### src/sbe_pkg.sv
// sbe_pkg: shared types, codes and constants of the sprite blit engine
// no dependencies; imported by sbe_seq and sprite_blit_engine_unit
package sbe_pkg;

    // item kinds carried on the input tuser
    typedef enum logic [1:0] {
        OP_PARAM     = 2'd0,
        OP_TICK      = 2'd1,
        OP_SPRITE_WR = 2'd2
    } t_opcode;

    // parameter register indexes
    typedef enum logic [2:0] {
        P_DX      = 3'd0,
        P_DY      = 3'd1,
        P_SX      = 3'd2,
        P_SY      = 3'd3,
        P_WIDTH   = 3'd4,
        P_HEIGHT  = 3'd5,
        P_TRIGGER = 3'd6,
        P_COLOR   = 3'd7
    } t_param_idx;

    // configuration register indexes
    typedef enum logic [2:0] {
        CFG_CARRY_FULL  = 3'd0,
        CFG_FILL_MODE   = 3'd1,
        CFG_COPY_ENABLE = 3'd2,
        CFG_WRITE_ZERO  = 3'd3,
        CFG_SPRITE_BANK = 3'd4,
        CFG_FRAME_PAGE  = 3'd5,
        CFG_CLIP_X      = 3'd6,
        CFG_CLIP_Y      = 3'd7
    } t_cfg_idx;

    localparam int PARAM_COUNT = 8;

    localparam logic [7:0] CNT_MASK = 8'h7F;
    localparam logic [7:0] MSB_MASK = 8'h80;
    localparam logic [7:0] HI_NIB   = 8'hF0;
    localparam logic [7:0] LO_NIB   = 8'h0F;

    // sequencer status after one item, handed to the fetch stage
    typedef struct packed {
        logic       tick;
        logic       run;
        logic       irq;
        logic [7:0] dest_x;
        logic [7:0] dest_y;
        logic [7:0] gx;
        logic [7:0] gy;
        logic [7:0] fill_color;
    } t_tick_info;

    // source counter step: full 8-bit increment or low nibble only
    function automatic logic [7:0] src_inc(input logic [7:0] v, input logic full);
        logic [7:0] inc;
        inc = v + 8'd1;
        return full ? inc : ((v & HI_NIB) | (inc & LO_NIB));
    endfunction

endpackage

### src/sbe_seq.sv
// sbe_seq: parameter registers and the four-phase counter sequencer
// depends on sbe_pkg
module sbe_seq (
    input  logic                i_clk,
    input  logic                i_rst_n,
    input  logic                i_en,
    input  logic [1:0]          i_opcode,
    input  logic [2:0]          i_param_idx,
    input  logic [7:0]          i_param_value,
    input  logic                i_carry_full,
    output sbe_pkg::t_tick_info o_info
);
    import sbe_pkg::*;

    logic [7:0] r_param [PARAM_COUNT];
    logic [7:0] n_param [PARAM_COUNT];
    logic [6:0] r_wc, n_wc, r_hc, n_hc;
    logic [7:0] r_dx, n_dx, r_dy, n_dy, r_sx, n_sx, r_sy, n_sy;
    logic       r_running, n_running, r_init, n_init;
    logic       r_trigger, n_trigger, r_irq, n_irq;

    logic [7:0] wparam, hparam;

    assign wparam = r_param[P_WIDTH];
    assign hparam = r_param[P_HEIGHT];

    always_comb begin
        logic [6:0] w0;
        n_param   = r_param;
        n_wc      = r_wc;
        n_hc      = r_hc;
        n_dx      = r_dx;
        n_dy      = r_dy;
        n_sx      = r_sx;
        n_sy      = r_sy;
        n_running = r_running;
        n_init    = r_init;
        n_trigger = r_trigger;
        n_irq     = r_irq;
        w0        = r_wc;
        unique case (i_opcode)
            OP_PARAM: begin
                if (i_param_idx == P_TRIGGER) begin
                    n_trigger = i_param_value[0];
                    n_irq     = 1'b0;
                end else begin
                    n_param[i_param_idx] = i_param_value;
                end
            end
            OP_TICK: begin
                // phase 0: width count
                if (r_running) begin
                    w0 = r_wc - 7'd1;
                end
                if (r_init) begin
                    w0 = wparam[6:0];
                end
                // phase 1: position counters, row step
                if (r_running) begin
                    n_dx = r_dx + 8'd1;
                    n_sx = src_inc(r_sx, i_carry_full);
                    if (w0 == 7'd0) begin
                        n_dy = r_dy + 8'd1;
                        n_sy = src_inc(r_sy, i_carry_full);
                        n_hc = r_hc - 7'd1;
                    end
                end
                if (w0 == 7'd0 || r_init) begin
                    n_dx = r_param[P_DX];
                    n_sx = r_param[P_SX];
                end
                if (r_init) begin
                    n_dy = r_param[P_DY];
                    n_sy = r_param[P_SY];
                    n_hc = hparam[6:0];
                end
                if (n_hc == 7'd0) begin
                    n_running = 1'b0;
                    n_irq     = 1'b1;
                end
                // phase 2: start and width reload
                n_running = n_running || r_init;
                n_wc      = (w0 == 7'd0) ? wparam[6:0] : w0;
                // phase 3: trigger moves to init
                n_init    = r_trigger;
                n_trigger = 1'b0;
            end
            default: begin
            end
        endcase
    end

    always_comb begin
        o_info.tick       = (i_opcode == OP_TICK);
        o_info.run        = n_running;
        o_info.irq        = n_irq;
        o_info.dest_x     = n_dx;
        o_info.dest_y     = n_dy;
        o_info.gx         = ((wparam & MSB_MASK) != 8'd0) ? ~n_sx : n_sx;
        o_info.gy         = ((hparam & MSB_MASK) != 8'd0) ? ~n_sy : n_sy;
        o_info.fill_color = ~r_param[P_COLOR];
    end

    always_ff @(posedge i_clk) begin
        if (!i_rst_n) begin
            for (int i = 0; i < PARAM_COUNT; i++) begin
                r_param[i] <= 8'd0;
            end
            r_wc      <= 7'd0;
            r_hc      <= 7'd0;
            r_dx      <= 8'd0;
            r_dy      <= 8'd0;
            r_sx      <= 8'd0;
            r_sy      <= 8'd0;
            r_running <= 1'b0;
            r_init    <= 1'b0;
            r_trigger <= 1'b0;
            r_irq     <= 1'b0;
        end else if (i_en) begin
            r_param   <= n_param;
            r_wc      <= n_wc;
            r_hc      <= n_hc;
            r_dx      <= n_dx;
            r_dy      <= n_dy;
            r_sx      <= n_sx;
            r_sy      <= n_sy;
            r_running <= n_running;
            r_init    <= n_init;
            r_trigger <= n_trigger;
            r_irq     <= n_irq;
        end
    end

endmodule
### config.mk
export PLATFORM = sky130hd
export DESIGN_NAME = sbe_seq
export DESIGN_NICKNAME = d
export VERILOG_FILES = /design/src/sbe_pkg.sv /design/src/sbe_seq.sv
export SDC_FILE = /design/constraint.sdc
export NUM_CORES = 1
export LEC_CHECK = 0
export ABC_CLOCK_PERIOD_IN_PS = 4800
export BUFFER_PORTS_ARGS = -buffer_cell sky130_fd_sc_hd__buf_2
export CAP_MARGIN = 5
export CORE_AREA = 2 2 108 110
export CTS_CLUSTER_SIZE = 30
export DETAILED_ROUTE_END_ITERATION = 16
export DIE_AREA = 0 0 110 112
export PLACE_DENSITY = 0.8
export RECOVER_POWER = 100
export SYNTH_ARGS = -nofsm -noshare
export SYNTH_HDL_FRONTEND = slang
export SYNTH_SLANG_ARGS = --single-unit
### constraint.sdc
create_clock -name i_clk -period 4.8 [get_ports i_clk]
set_clock_uncertainty 0.05 [all_clocks]
set_input_delay 0.96 -clock i_clk [delete_from_list [all_inputs] [get_ports i_clk]]
set_output_delay 0.96 -clock i_clk [all_outputs]
set_load 0.05 [all_outputs]
==> reports/results.tsv <==
metric	value	unit
viasPerCell	6.06	
clock_path_buffers	2	
outcome	finished, violations left	
routed_wl	16.8	mm
die_w	110	µm
numCtsBuffers	9	
clockPowerShare	40.7	%
crit_arrival	3.63	ns
ys_top_cells_by_area	dfxtp_1 35%, mux2i_1 9.7%, nor2b_1 7.3%	
ys_async_sr_fraction	0	%
ant_nets	0	
drive_gt1_share	10.7	%
worstPathCellList	inv_1, ha_1, and4bb_1, and3b_1, o41a_1, nor3_1, buf_4, a21o_1, o21ai_0, a21oi_1, xnor2_1, clkbuf_2	
cts-root-buf	clkbuf_16	
top_usage_layer	met2	
initial_utilization	54.2	%
p_per_area	294	nW/µm²
max_stage_delay	0.56	ns
grt_usage	28.0	%
gr-total-overflow	0	
ys_types	62	
fin_crit_sh	96.6	%
rsz0062_at_grt	no	
yosysTopAreaCell	dfxtp_1	
p_int	1460	µW
routabilityCongestion	0.892	
syn_avg_cell_area	8.00	µm²
worst-path-buf-inv	3	
clkLatencyLatePin	0.35	ns
power.leakage	0.00286	µW
clock_sinks	106	
critPathMaxFanout	19	
syn_area	6060	µm²
synth-seq-cells	106	
timing.setup.tns	0	ns
finalSetupViolCount	0	
place.detailed.hpwl	11.3	mm
hold_violations	0	
fin_crit	4.64	ns
synth_nets	780	
clk_pin_slew	0.07	ns
antenna_found_initial	0	
maxCapViolCount	1	
p_comb_share	13.6	%
tritoncts	built	
route.detailed.drc	0	
grt_use_met3	5.50	%
vias	5696	
cpMaxStageDelayCell	a21o_1	
sw_frac_of_total	26.7	%
grtUsageMet1	37.3	%
synth_ff_type	dfxtp_1	
cts_max_level	3	
p_seq_share	45.7	%
syn_inst	757	
worst_pin_slew	2.70	ns
post-place-cells	924	
fill_cells	982	
violations	max-capacitance violations, max-slew violations	
crit_family	compound AO/OA/AOI/OAI gates	
drt_iter0_drc	537	
cp.required	3.79	ns
wl_per_cell	17.8	µm
num_rows	39	
layout.nets	816	
core_area	11200	µm²
criticalPathCategory	reg -> out	
met2_usage	43.4	%
drt_pre_antenna_iters	6	
grt_pass1_wl	27.2	mm
diodes	0	
max_slew_margin	-80.3	%
netlist.area_leader.share	35.0	%
final_cells	940	
ys_seq_area_share	35.0	%
first_global_vias	5367	
cp-start-kind	register	
hold_path_class	reg -> reg	
ir_worst_vdd	0.218	mV
synth_warnings	0	
ios	60	
design.die.area	12300	µm²
clock.fmax	216	MHz
drv_slew	70	
layout_common_cells	104 x dfxtp_1, 71 x nor2b_1, 64 x nand2_1, 60 x o21ai_0, 59 x mux2i_1	
grt_max_degree	70	
layout_commonest_cell	dfxtp_1	
postCtsHoldBufs	0	
p_sw	532	µW
synth_edf_count	0	
syn2layout_area_growth	11.9	%
die_h	112	µm
numPortBuffers	59	
timing.hold.ws	0.427	ns
end_kind	output pin	
per-layer routing:
metal / part of all wire (%) / vias up
li1: - / 2731
met1: 44 / 2664
met2: 46 / 264
met3: 7.5 / 37
met4: 3.1 / 0
met5: 0 / -
worst register-to-register path, cell delays in order (launching register included):
cell,delay (ns)
dfxtp_2,0.38
inv_1,0.06
ha_1,0.21
and4bb_1,0.24
and3b_1,0.20
o41a_1,0.39
nor3_1,0.17
buf_4,0.16
a21o_1,0.56
buf_4,0.27
nor2_1,0.06
o21ai_0,0.14
o21ai_0,0.13
and2_0,0.21
power by group through the flow:
stage | sequential (µW) | combinational [µW] | clock, µW
final | 912 | 272 | 811
after floorplan | 926 | 193 | 0
after global routing | 913 | 291 | 846
after detailed placement | 931 | 265 | 0
after global placement | 930 | 260 | 0
after CTS | 910 | 266 | 811
kinds of logic after synthesis:
logic type,share of synthesized area [%]
simple gates,25.3
compound gates,20.3
buf+inv,5.04
mux,9.93
fa+ha+maj,1.24
xor+xnor,3.18
flops,35.0
cells in the mapped netlist, types with 8 or more instances:
cell	n
o21ai_0	61
a21oi_1	53
buf_1	9
o22ai_1	11
and3_1	8
mux2i_1	59
a31oi_1	10
xnor2_1	15
nand2_1	64
dfxtp_1	106
nand3_1	18
inv_1	28
nor2b_1	71
clkbuf_1	39
nor2_1	58
and2_1	14
sequential cells by signal, summed over array words and instances (netlist names):
| name | count |
|---|---|
| r_param | 40 |
| hparam | 8 |
| r_dx | 8 |
| r_dy | 8 |
| r_sx | 8 |
| r_sy | 8 |
| wparam | 8 |
| r_hc | 7 |
| r_wc | 7 |
| r_init | 1 |
| r_irq | 1 |
| r_running | 1 |
| r_trigger | 1 |
metrics by stage:
stage | util (%) | power (µW) | instance area (µm²) | setup WS (ns)
2_1_floorplan | - | 1120 | 6060 | 0.225
3_3_place_gp | 57.8 | 1190 | 6460 | 0.516
3_5_place_dp | 57.8 | 1200 | 6460 | 0.450
4_1_cts | 60.7 | 1990 | 6780 | 0.0575
5_1_grt | 60.7 | 2050 | 6780 | 0.0137
6_report | 60.7 | 1990 | 6780 | 0.162
area by class of cell:
class / instances / area, µm² / share of cell area, %
Multi-Input combinational cell: 572 / 3640 / 53.8
Sequential cell: 106 / 2120 / 31.3
Timing Repair Buffer: 76 / 405 / 5.98
Clock buffer: 13 / 260 / 3.84
Tap cell: 143 / 179 / 2.64
Inverter: 28 / 105 / 1.55
Clock inverter: 2 / 60.1 / 0.886
final timing paths:
path,from,endpoint,slack [ns],cells after the start
setup / recovery,r_wc[0]$_SDFFE_PN0P_,o_info[21],0.16,12
hold / removal,r_trigger$_SDFFE_PN0P_,r_init$_SDFFE_PN0P_,0.43,2
setup reg to reg,r_wc[0]$_SDFFE_PN0P_,r_dx[3]$_SDFFE_PN0P_,1.44,13
hold reg to reg,r_trigger$_SDFFE_PN0P_,r_init$_SDFFE_PN0P_,0.43,2
repair_timing:
item,4_1_cts,5_1_grt
endpoints found under the setup margin,0,16
resized for setup,0,14
endpoints found under the hold margin,0,0
buffers inserted,0,1
(Power assumes the default switching activity.)
